$ cat src/rtl/core/rrsg_pkg.sv
`default_nettype none

package rrsg_pkg;

   // Default coordinate width of the span generator.
   localparam int COORD_BITS_DEFAULT = 10;

   // Width of the RGB565 color that rides along with each span.
   localparam int COLOR_BITS = 16;

endpackage : rrsg_pkg

`default_nettype wire

$ cat src/rtl/core/rounded_rect_span_generator.sv
`default_nettype none

// Rounded rectangle span generator. Each request word carries a rectangle
// (inclusive bounds), a corner radius, a row and a color, and yields exactly one
// response word with the horizontal fill span of the filled rounded rectangle on
// that row. Rows within the radius of the top edge (checked first) or of the
// bottom edge are corner rows and are narrowed by r - floor(sqrt(r*r - dy*dy)) on
// each side; other rows span left to right. The span flag in tuser is set when
// left <= right and the row lies inside top..bottom; the span ends are sent
// whatever the flag. The block is a fully pipelined datapath: it accepts one word
// per clock unless backpressure from the response side reaches the request side,
// and each word passes through COORD_BITS + 3 registers (three front stages for
// the corner test, the squares and the root operand, then one stage per root bit,
// COORD_BITS - 1 of them, then the output register). Backpressure on the response
// side stalls only the stages that are full, so bubbles are squeezed out and no
// word is lost or repeated.
module rounded_rect_span_generator #(
   parameter int COORD_BITS = rrsg_pkg::COORD_BITS_DEFAULT,
   localparam int REQ_W =
      ((6 * COORD_BITS + rrsg_pkg::COLOR_BITS - 1 + 7) / 8) * 8,
   localparam int RSP_W =
      ((3 * COORD_BITS + 4 + rrsg_pkg::COLOR_BITS + 7) / 8) * 8
) (
   input  wire logic             clock,
   input  wire logic             reset,
   input  wire logic             req_tvalid,
   output      logic             req_tready,
   // rect_left, rect_top, rect_right, rect_bottom, corner_radius, scan_row,
   // fill_color (lowest bits first), zero padded to whole bytes.
   input  wire logic [REQ_W-1:0] req_tdata,
   output      logic             rsp_tvalid,
   input  wire logic             rsp_tready,
   // span_row, span_left, span_right, span_color (lowest bits first),
   // zero padded to whole bytes.
   output      logic [RSP_W-1:0] rsp_tdata,
   // span_valid.
   output      logic             rsp_tuser
);

   import rrsg_pkg::*;

   localparam int CB      = COORD_BITS;
   localparam int RB      = COORD_BITS - 1;
   localparam int SB      = COORD_BITS + 2;
   localparam int SIDE_W  = 4 * COORD_BITS + COLOR_BITS;
   localparam int RSP_RAW = 3 * COORD_BITS + 4 + COLOR_BITS;

   // Request fields.
   logic [CB-1:0]         rect_left;
   logic [CB-1:0]         rect_top;
   logic [CB-1:0]         rect_right;
   logic [CB-1:0]         rect_bottom;
   logic [RB-1:0]         corner_radius;
   logic [CB-1:0]         scan_row;
   logic [COLOR_BITS-1:0] fill_color;

   assign rect_left     = req_tdata[0 +: CB];
   assign rect_top      = req_tdata[CB +: CB];
   assign rect_right    = req_tdata[2*CB +: CB];
   assign rect_bottom   = req_tdata[3*CB +: CB];
   assign corner_radius = req_tdata[4*CB +: RB];
   assign scan_row      = req_tdata[5*CB-1 +: CB];
   assign fill_color    = req_tdata[6*CB-1 +: COLOR_BITS];

   // Handshake chain: a stage takes a new word when it is empty or drains.
   logic a_ready;
   logic b_ready;
   logic c_ready;
   logic root_in_ready;
   logic root_out_valid;
   logic rsp_ready;

   assign rsp_ready  = !rsp_tvalid || rsp_tready;
   assign req_tready = a_ready;

   // ------------------------------------------------------------------
   // Stage A: corner classification and vertical distance.
   // ------------------------------------------------------------------
   logic [CB:0] top_plus_r;
   logic [CB:0] row_plus_r;
   logic        top_hit;
   logic        bottom_hit;
   logic [CB:0] dy;

   logic              a_valid_ff;
   logic [CB-1:0]     a_left_ff;
   logic [CB-1:0]     a_right_ff;
   logic [RB-1:0]     a_radius_ff;
   logic [CB-1:0]     a_row_ff;
   logic [COLOR_BITS-1:0] a_color_ff;
   logic              a_inside_ff;
   logic              a_inside_in;
   logic              a_corner_ff;
   logic              a_corner_in;
   logic              a_far_ff;
   logic              a_far_in;
   logic [RB-1:0]     a_dy_ff;

   always_comb begin
      top_plus_r  = {1'b0, rect_top} + {2'b00, corner_radius};
      row_plus_r  = {1'b0, scan_row} + {2'b00, corner_radius};
      top_hit     = ({1'b0, scan_row} < top_plus_r);
      bottom_hit  = (row_plus_r > {1'b0, rect_bottom});
      dy          = top_hit ? (top_plus_r - {1'b0, scan_row})
                            : (row_plus_r - {1'b0, rect_bottom});
      a_corner_in = top_hit || bottom_hit;
      // At or beyond the radius the root operand is not positive, so dx is 0.
      a_far_in    = (dy >= {2'b00, corner_radius});
      a_inside_in = (scan_row >= rect_top) && (scan_row <= rect_bottom);
   end

   assign a_ready = !a_valid_ff || b_ready;

   always_ff @(posedge clock) begin
      if (reset) begin
         a_valid_ff <= 1'b0;
      end else if (a_ready) begin
         a_valid_ff <= req_tvalid;
      end
   end

   always_ff @(posedge clock) begin
      if (a_ready) begin
         a_left_ff   <= rect_left;
         a_right_ff  <= rect_right;
         a_radius_ff <= corner_radius;
         a_row_ff    <= scan_row;
         a_color_ff  <= fill_color;
         a_inside_ff <= a_inside_in;
         a_corner_ff <= a_corner_in;
         a_far_ff    <= a_far_in;
         a_dy_ff     <= dy[RB-1:0];
      end
   end

   // ------------------------------------------------------------------
   // Stage B: squares of the radius and of the vertical distance.
   // ------------------------------------------------------------------
   logic                b_valid_ff;
   logic [2*RB-1:0]     b_rr_ff;
   logic [2*RB-1:0]     b_dd_ff;
   logic                b_corner_ff;
   logic                b_far_ff;
   logic [SIDE_W-1:0]   b_side_ff;

   assign b_ready = !b_valid_ff || c_ready;

   always_ff @(posedge clock) begin
      if (reset) begin
         b_valid_ff <= 1'b0;
      end else if (b_ready) begin
         b_valid_ff <= a_valid_ff;
      end
   end

   always_ff @(posedge clock) begin
      if (b_ready) begin
         b_rr_ff     <= {{RB{1'b0}}, a_radius_ff} * {{RB{1'b0}}, a_radius_ff};
         b_dd_ff     <= {{RB{1'b0}}, a_dy_ff} * {{RB{1'b0}}, a_dy_ff};
         b_corner_ff <= a_corner_ff;
         b_far_ff    <= a_far_ff;
         b_side_ff   <= {a_color_ff, a_inside_ff, a_row_ff, a_radius_ff,
                         a_right_ff, a_left_ff};
      end
   end

   // ------------------------------------------------------------------
   // Stage C: root operand. A straight row takes r*r, so its root is r and
   // the common span formula below gives left .. right unchanged.
   // ------------------------------------------------------------------
   logic                c_valid_ff;
   logic [2*RB-1:0]     c_sq_ff;
   logic [2*RB-1:0]     c_sq_in;
   logic [SIDE_W-1:0]   c_side_ff;

   always_comb begin
      if (!b_corner_ff) begin
         c_sq_in = b_rr_ff;
      end else if (b_far_ff) begin
         c_sq_in = '0;
      end else begin
         c_sq_in = b_rr_ff - b_dd_ff;
      end
   end

   assign c_ready = !c_valid_ff || root_in_ready;

   always_ff @(posedge clock) begin
      if (reset) begin
         c_valid_ff <= 1'b0;
      end else if (c_ready) begin
         c_valid_ff <= b_valid_ff;
      end
   end

   always_ff @(posedge clock) begin
      if (c_ready) begin
         c_sq_ff   <= c_sq_in;
         c_side_ff <= b_side_ff;
      end
   end

   // ------------------------------------------------------------------
   // Root stages.
   // ------------------------------------------------------------------
   logic [RB-1:0]     root;
   logic [SIDE_W-1:0] root_side;

   rrsg_root_pipe #(
      .ROOT_BITS (RB),
      .SIDE_BITS (SIDE_W)
   ) u_root (
      .clock       (clock),
      .reset       (reset),
      .in_valid    (c_valid_ff),
      .in_ready    (root_in_ready),
      .in_radicand (c_sq_ff),
      .in_side     (c_side_ff),
      .out_valid   (root_out_valid),
      .out_ready   (rsp_ready),
      .out_root    (root),
      .out_side    (root_side)
   );

   // ------------------------------------------------------------------
   // Output register: span ends and span flag.
   // ------------------------------------------------------------------
   logic [CB-1:0]         o_left;
   logic [CB-1:0]         o_right;
   logic [RB-1:0]         o_radius;
   logic [CB-1:0]         o_row;
   logic                  o_inside;
   logic [COLOR_BITS-1:0] o_color;
   logic signed [SB-1:0]  xl;
   logic signed [SB-1:0]  xr;

   assign {o_color, o_inside, o_row, o_radius, o_right, o_left} = root_side;

   always_comb begin
      xl = signed'({2'b00, o_left} + {3'b000, o_radius} - {3'b000, root});
      xr = signed'({2'b00, o_right} - {3'b000, o_radius} + {3'b000, root});
   end

   logic                  rsp_valid_ff;
   logic [CB-1:0]         rsp_row_ff;
   logic [SB-1:0]         rsp_left_ff;
   logic [SB-1:0]         rsp_right_ff;
   logic                  rsp_flag_ff;
   logic [COLOR_BITS-1:0] rsp_color_ff;

   always_ff @(posedge clock) begin
      if (reset) begin
         rsp_valid_ff <= 1'b0;
      end else if (rsp_ready) begin
         rsp_valid_ff <= root_out_valid;
      end
   end

   always_ff @(posedge clock) begin
      if (rsp_ready) begin
         rsp_row_ff   <= o_row;
         rsp_left_ff  <= xl;
         rsp_right_ff <= xr;
         rsp_flag_ff  <= (xl <= xr) && o_inside;
         rsp_color_ff <= o_color;
      end
   end

   assign rsp_tvalid = rsp_valid_ff;
   assign rsp_tuser  = rsp_flag_ff;
   assign rsp_tdata  = {{(RSP_W - RSP_RAW){1'b0}}, rsp_color_ff,
                        rsp_right_ff, rsp_left_ff, rsp_row_ff};

endmodule : rounded_rect_span_generator

`default_nettype wire

$ cat src/rtl/core/rrsg_root_pipe.sv
`default_nettype none

// Pipelined integer square root, one result bit per register stage.
// A side payload travels with each radicand and leaves with its root.
module rrsg_root_pipe #(
   parameter int ROOT_BITS = 9,
   parameter int SIDE_BITS = 8
) (
   input  wire logic                   clock,
   input  wire logic                   reset,
   input  wire logic                   in_valid,
   output      logic                   in_ready,
   input  wire logic [2*ROOT_BITS-1:0] in_radicand,
   input  wire logic [SIDE_BITS-1:0]   in_side,
   output      logic                   out_valid,
   input  wire logic                   out_ready,
   output      logic [ROOT_BITS-1:0]   out_root,
   output      logic [SIDE_BITS-1:0]   out_side
);

   localparam int RAD_BITS = 2 * ROOT_BITS;
   localparam int REM_BITS = ROOT_BITS + 3;

   // Index 0 holds the pipe inputs; index k+1 holds the output of stage k.
   logic                 valid_w  [0:ROOT_BITS];
   logic                 ready_w  [0:ROOT_BITS];
   logic [REM_BITS-1:0]  rem_w    [0:ROOT_BITS];
   logic [ROOT_BITS-1:0] root_w   [0:ROOT_BITS];
   logic [RAD_BITS-1:0]  rad_w    [0:ROOT_BITS];
   logic [SIDE_BITS-1:0] side_w   [0:ROOT_BITS];

   assign valid_w[0] = in_valid;
   assign rem_w[0]   = '0;
   assign root_w[0]  = '0;
   assign rad_w[0]   = in_radicand;
   assign side_w[0]  = in_side;
   assign in_ready   = ready_w[0];

   assign ready_w[ROOT_BITS] = out_ready;
   assign out_valid          = valid_w[ROOT_BITS];
   assign out_root           = root_w[ROOT_BITS];
   assign out_side           = side_w[ROOT_BITS];

   for (genvar k = 0; k < ROOT_BITS; k++) begin : g_stage
      logic                 valid_ff;
      logic [REM_BITS-1:0]  rem_ff;
      logic [REM_BITS-1:0]  rem_in;
      logic [ROOT_BITS-1:0] root_ff;
      logic [ROOT_BITS-1:0] root_in;
      logic [RAD_BITS-1:0]  rad_ff;
      logic [RAD_BITS-1:0]  rad_in;
      logic [SIDE_BITS-1:0] side_ff;
      logic [REM_BITS-1:0]  shifted;
      logic [REM_BITS-1:0]  trial;
      logic                 fits;

      // Bring down the next two radicand bits and try appending a one.
      always_comb begin
         shifted = {rem_w[k][REM_BITS-3:0], rad_w[k][RAD_BITS-1:RAD_BITS-2]};
         trial   = {1'b0, root_w[k], 2'b01};
         fits    = (shifted >= trial);
         rem_in  = fits ? (shifted - trial) : shifted;
         root_in = {root_w[k][ROOT_BITS-2:0], fits};
         rad_in  = {rad_w[k][RAD_BITS-3:0], 2'b00};
      end

      assign ready_w[k] = !valid_ff || ready_w[k+1];

      always_ff @(posedge clock) begin
         if (reset) begin
            valid_ff <= 1'b0;
         end else if (ready_w[k]) begin
            valid_ff <= valid_w[k];
         end
      end

      always_ff @(posedge clock) begin
         if (ready_w[k]) begin
            rem_ff  <= rem_in;
            root_ff <= root_in;
            rad_ff  <= rad_in;
            side_ff <= side_w[k];
         end
      end

      assign valid_w[k+1] = valid_ff;
      assign rem_w[k+1]   = rem_ff;
      assign root_w[k+1]  = root_ff;
      assign rad_w[k+1]   = rad_ff;
      assign side_w[k+1]  = side_ff;
   end

endmodule : rrsg_root_pipe

`default_nettype wire

$ cat config.mk
export PLATFORM = sky130hd
export DESIGN_NAME = rounded_rect_span_generator
export DESIGN_NICKNAME = d
export VERILOG_FILES = /design/src/rtl/core/rrsg_pkg.sv /design/src/rtl/core/rounded_rect_span_generator.sv /design/src/rtl/core/rrsg_root_pipe.sv
export SDC_FILE = /design/constraint.sdc
export NUM_CORES = 1
export LEC_CHECK = 0
export ABC_AREA = 1
export BUFFER_PORTS_ARGS = -buffer_cell sky130_fd_sc_hd__buf_4
export CAP_MARGIN = 20
export CORE_MARGIN = 3
export CORE_UTILIZATION = 30
export DETAILED_ROUTE_END_ITERATION = 8
export HOLD_SLACK_MARGIN = 0.1
export PLACE_DENSITY = 0.5
export SYNTH_ARGS = -nofsm -noshare
export SYNTH_HDL_FRONTEND = slang
export SYNTH_SLANG_ARGS = --single-unit
$ cat constraint.sdc
create_clock -name clock -period 8.8 [get_ports clock]
set_input_delay 0 -clock clock [delete_from_list [all_inputs] [get_ports clock]]
set_output_delay 0 -clock clock [all_outputs]
set_load 0.05 [all_outputs]
==> flow_summary.html <==
<table>
<tr><th>Metric</th><th>Value</th></tr>
<tr><th colspan="2">Status</th></tr>
<tr><td>Result of the run</td><td>complete, no violations</td></tr>
<tr><th colspan="2">Clock tree</th></tr>
<tr><td>Maximum clock path buffer count</td><td>3</td></tr>
<tr><td>Master cell of the clock root buffer</td><td>sky130_fd_sc_hd__clkbuf_16</td></tr>
<tr><td>Number of CTS-inserted buffers</td><td>96</td></tr>
<tr><td>Total clock sinks</td><td>990</td></tr>
<tr><td>Clock-pin slew reported for the worst setup and hold paths after clock tree synthesis</td><td>0.07 ns</td></tr>
<tr><td>Clock tree from TritonCTS</td><td>built</td></tr>
<tr><td>Number of H-tree levels</td><td>3</td></tr>
<tr><td>Skew-Pair Late Insertion Delay</td><td>0.69 ns</td></tr>
<tr><td>Post-CTS setup buffer count</td><td>0</td></tr>
<tr><th colspan="2">Finish</th></tr>
<tr><td>Area growth from synthesis to layout</td><td>17.6%</td></tr>
<tr><td>Commonest non-fill, non-tap cells in the layout</td><td>sky130_fd_sc_hd__edfxtp_1 (977), sky130_fd_sc_hd__inv_1 (479), sky130_fd_sc_hd__nand2_1 (409)</td></tr>
<tr><td>Fraction of final layout cells sized beyond drive strength 1</td><td>10.8%</td></tr>
<tr><td>Combined area of the multi-input logic cells</td><td>0.0111 mm^2</td></tr>
<tr><td>Most common library cell in the layout ignoring fill and taps</td><td>sky130_fd_sc_hd__edfxtp_1</td></tr>
<tr><td>Total of fill cells in the finished design</td><td>13486</td></tr>
<tr><td>NumNets Final</td><td>3760</td></tr>
<tr><td>Share of the core filled with cells</td><td>35.7%</td></tr>
<tr><td>Total inserted antenna cells</td><td>0</td></tr>
<tr><td>Storage cell area</td><td>0.0296 mm^2</td></tr>
<tr><th colspan="2">GRT</th></tr>
<tr><td>Maximum number of pins on one net before global-route repair</td><td>79</td></tr>
<tr><td>Global Route Usage Sum</td><td>10.5%</td></tr>
<tr><td>Overflow left after global routing</td><td>0</td></tr>
<tr><td>Global-route wire length before repair</td><td>123000 um</td></tr>
<tr><td>Via count of the first global-routing pass</td><td>22670</td></tr>
<tr><td>Initial antenna violation count</td><td>5</td></tr>
<tr><th colspan="2">Setup path</th></tr>
<tr><td>Crit path max fanout</td><td>10</td></tr>
<tr><td>Setup crit end kind</td><td>flop</td></tr>
<tr><td>Category of the most critical setup path</td><td>flop to flop</td></tr>
<tr><td>Worst path required time</td><td>9.21 ns</td></tr>
<tr><td>Data arrival at the endpoint of the critical path</td><td>5.05 ns</td></tr>
<tr><td>Startpoint type of the worst setup path</td><td>flop</td></tr>
<tr><th colspan="2">Placement</th></tr>
<tr><td>Number of buffers inserted by port buffering</td><td>131</td></tr>
<tr><td>Minimum setup slack after placement</td><td>4.12 ns</td></tr>
<tr><td>Half-perimeter wire length after detailed placement</td><td>53900 um</td></tr>
<tr><td>GPL Wtd Cong</td><td>0.814</td></tr>
<tr><th colspan="2">Floorplan</th></tr>
<tr><td>Row cnt</td><td>137</td></tr>
<tr><td>Std-Cell Core Area</td><td>0.140 mm^2</td></tr>
<tr><td>Num ports</td><td>143</td></tr>
<tr><td>Effective utilization at floorplan</td><td>30.4%</td></tr>
<tr><td>DIE AREA</td><td>0.147 mm^2</td></tr>
<tr><td>Die X-Extent</td><td>383 um</td></tr>
<tr><td>Height of the die</td><td>383 um</td></tr>
<tr><th colspan="2">Timing</th></tr>
<tr><td>Worst-case setup margin in the final layout</td><td>4.16 ns</td></tr>
<tr><td>Hold violation total from the final report</td><td>0</td></tr>
<tr><td>Worst slew margin relative to its limit</td><td>28.0%</td></tr>
<tr><td>Least-Margin Pin Slew</td><td>1.08 ns</td></tr>
<tr><td>Min Clock Period, post-route</td><td>4.64 ns</td></tr>
<tr><td>Max Transition Viols Final</td><td>0</td></tr>
<tr><td>Unrepaired setup endpoints after global routing</td><td>no</td></tr>
<tr><td>Setup tns final</td><td>0 ns</td></tr>
<tr><td>Count of final setup violators</td><td>0</td></tr>
<tr><td>Setup Skew</td><td>0.0565 ns</td></tr>
<tr><td>Achievable clock frequency</td><td>215 MHz</td></tr>
<tr><td>Period utilization</td><td>52.8%</td></tr>
<tr><th colspan="2">Route</th></tr>
<tr><td>Routed WL per cell</td><td>14.3 um</td></tr>
<tr><td>Sum of routed wire length over all layers</td><td>76000 um</td></tr>
<tr><td>Total vias in the final route</td><td>22120</td></tr>
<tr><td>Number of vias per cell</td><td>4.17</td></tr>
<tr><td>DR pass1 iterations</td><td>4</td></tr>
<tr><td>Initial DRC count</td><td>1020</td></tr>
<tr><td>Number of nets with antenna violations after routing</td><td>0</td></tr>
<tr><td>Total DRC errors in the routed layout</td><td>0</td></tr>
<tr><th colspan="2">Logic synthesis</th></tr>
<tr><td>Number of library cell types mapped by synthesis</td><td>63</td></tr>
<tr><td>Async SR Flop Fraction</td><td>0%</td></tr>
<tr><td>Total number of yosys warnings</td><td>0</td></tr>
<tr><td>Number of flops mapped to enable cells by yosys</td><td>977</td></tr>
<tr><td>Average cell area after synthesis</td><td>14.1 um^2</td></tr>
<tr><td>Seq/Total Area, Yosys</td><td>69.4%</td></tr>
<tr><td>Yosys reg bits</td><td>990</td></tr>
<tr><td>Post-synthesis cell count</td><td>3034</td></tr>
<tr><td>Ys flop type</td><td>sky130_fd_sc_hd__edfxtp_1</td></tr>
<tr><td>Post-synthesis instance area</td><td>0.0427 mm^2</td></tr>
<tr><th colspan="2">Pwr</th></tr>
<tr><td>Clock network fraction of total power</td><td>23.7%</td></tr>
<tr><td>Switching share of total power</td><td>35.5%</td></tr>
<tr><td>Power per cell area</td><td>341 mW/mm^2</td></tr>
<tr><td>Switching Power</td><td>6.08 mW</td></tr>
<tr><td>Cell leakage power</td><td>21.0 nW</td></tr>
<tr><td>Sequential power share</td><td>38.6%</td></tr>
<tr><td>Internal power</td><td>11.0 mW</td></tr>
<tr><td>Peak supply drop</td><td>0.000519 V</td></tr>
<tr><td>Combinational share of power</td><td>37.7%</td></tr>
<tr><th colspan="2">Min path</th></tr>
<tr><td>Class of the tightest hold or removal check</td><td>input pin to flop</td></tr>
<tr><th colspan="2">Job</th></tr>
<tr><td>Number of maximum-capacitance violations</td><td>0</td></tr>
</table>
final timing paths:
path / startpoint / end / slack [ns] / cells after the start
hold reg to reg: b_side_ff[47] / c_side_ff[47] / 0.38 / 0
setup reg to reg: a_radius_ff[8] / b_rr_ff[17] / 4.16 / 16
hold / removal: req_tdata[49] / a_row_ff[0] / 0.17 / 2
setup / recovery: a_radius_ff[8] / b_rr_ff[17] / 4.16 / 16
cell type report:
type	count	share of cell area, %
clock buffers	112	4.91
clock inverters	66	1.41
inverters	494	3.70
multi-input cells	1520	22.1
flip-flops and latches	990	59.0
well taps	1876	4.68
repair buffers	246	4.19
Yosys cell counts, types with 12 or more instances:
cell | number | area (um^2)
sky130_fd_sc_hd__o21ai_0 | 85 | 425
sky130_fd_sc_hd__dfxtp_1 | 13 | 260
sky130_fd_sc_hd__o21ai_1 | 23 | 115
sky130_fd_sc_hd__xor2_1 | 89 | 780
sky130_fd_sc_hd__nand4_1 | 22 | 138
sky130_fd_sc_hd__edfxtp_1 | 977 | 29300
sky130_fd_sc_hd__nand3_1 | 59 | 295
sky130_fd_sc_hd__o21ai_2 | 13 | 114
sky130_fd_sc_hd__xnor2_1 | 44 | 385
sky130_fd_sc_hd__o21bai_1 | 12 | 90.1
sky130_fd_sc_hd__nor2_1 | 110 | 413
sky130_fd_sc_hd__nand2_1 | 412 | 1550
sky130_fd_sc_hd__ha_1 | 244 | 3050
sky130_fd_sc_hd__inv_1 | 484 | 1820
sky130_fd_sc_hd__fa_1 | 84 | 1680
sky130_fd_sc_hd__nor3_1 | 20 | 100
sky130_fd_sc_hd__a21oi_1 | 165 | 826
sky130_fd_sc_hd__clkbuf_1 | 21 | 78.8
what timing repair did:
| item | in CTS | in global routing |
|---|---|---|
| gates resized for setup | 0 | 0 |
| hold endpoints to repair | 103 | 0 |
| hold buffers | 102 | 0 |
| setup endpoints to repair | 0 | 0 |
power by group through the flow:
stage	clock network, mW	logic [mW]	registers [mW]
finish	4.05	6.46	6.62
global route	4.41	7.54	6.70
CTS	4.21	6.57	6.63
detailed placement	0	6.48	6.73
global placement	0	6.49	6.71
floorplan	0	4.88	6.75
layer usage:
metal / wire (um) / global-route usage [%] / up-vias
met5: 0 / 0 / -
met4: 1680 / 2.82 / 0
met3: 2710 / 1.91 / 119
met2: 35500 / 17.3 / 318
met1: 36100 / 14.3 / 10515
li1: - / - / 11168
logic make-up (layout without fill, tap and decap cells):
kind of cell	count (synthesis)	in the layout	synth area share, %
flip-flops	990	990	69.4
AND/OR/NAND/NOR	691	691	7.12
buffers and inverters	530	918	4.79
AO/OA/AOI/OAI	359	359	4.83
adder cells (fa/ha/maj)	328	328	11.1
XOR/XNOR	133	133	2.73
multiplexers	2	2	0.0528
other	1	7	0.00879
registers in the layout, summed over array words and instances, names as in the netlist, 12 cells and up:
signal                  flops
b_side_ff                  55
b_dd_ff                    17
rsp_color_ff               16
u_root.g_stage.rem_ff      73
u_root.g_stage.rad_ff      72
u_root.g_stage.root_ff     36
rsp_right_ff               12
b_rr_ff                    17
c_sq_ff                    18
u_root.out_side            56
c_side_ff                  56
a_color_ff                 16
rsp_left_ff                12
u_root.g_stage.side_ff    448
per-stage QoR:
stage	instance area, um^2	hold slack, ns	power, mW	instances
floorplan	42700	0.0691	11.6	3040
global placement	46000	0.178	13.2	5024
detailed placement	46000	0.179	13.2	5024
CTS	50200	0.104	17.4	5304
global route	50200	0.132	18.6	5304
finish	50200	0.167	17.1	5304
worst max-delay path, cell delays in order, from the launching register on:
cell and delay [ns]:
sky130_fd_sc_hd__edfxtp_1 0.65, sky130_fd_sc_hd__nand2_1 0.14, sky130_fd_sc_hd__inv_1 0.06, sky130_fd_sc_hd__fa_1 0.59, sky130_fd_sc_hd__inv_1 0.08, sky130_fd_sc_hd__fa_1 0.51
sky130_fd_sc_hd__fa_1 0.54, sky130_fd_sc_hd__inv_1 0.05, sky130_fd_sc_hd__fa_1 0.47, sky130_fd_sc_hd__ha_1 0.40, sky130_fd_sc_hd__a21oi_1 0.08, sky130_fd_sc_hd__or2_2 0.27
sky130_fd_sc_hd__nand3_1 0.10, sky130_fd_sc_hd__nand3_1 0.08, sky130_fd_sc_hd__nand2_1 0.13, sky130_fd_sc_hd__a21oi_1 0.10, sky130_fd_sc_hd__xor2_1 0.14
No activity file was read; power rests on OpenSTA's default activity.
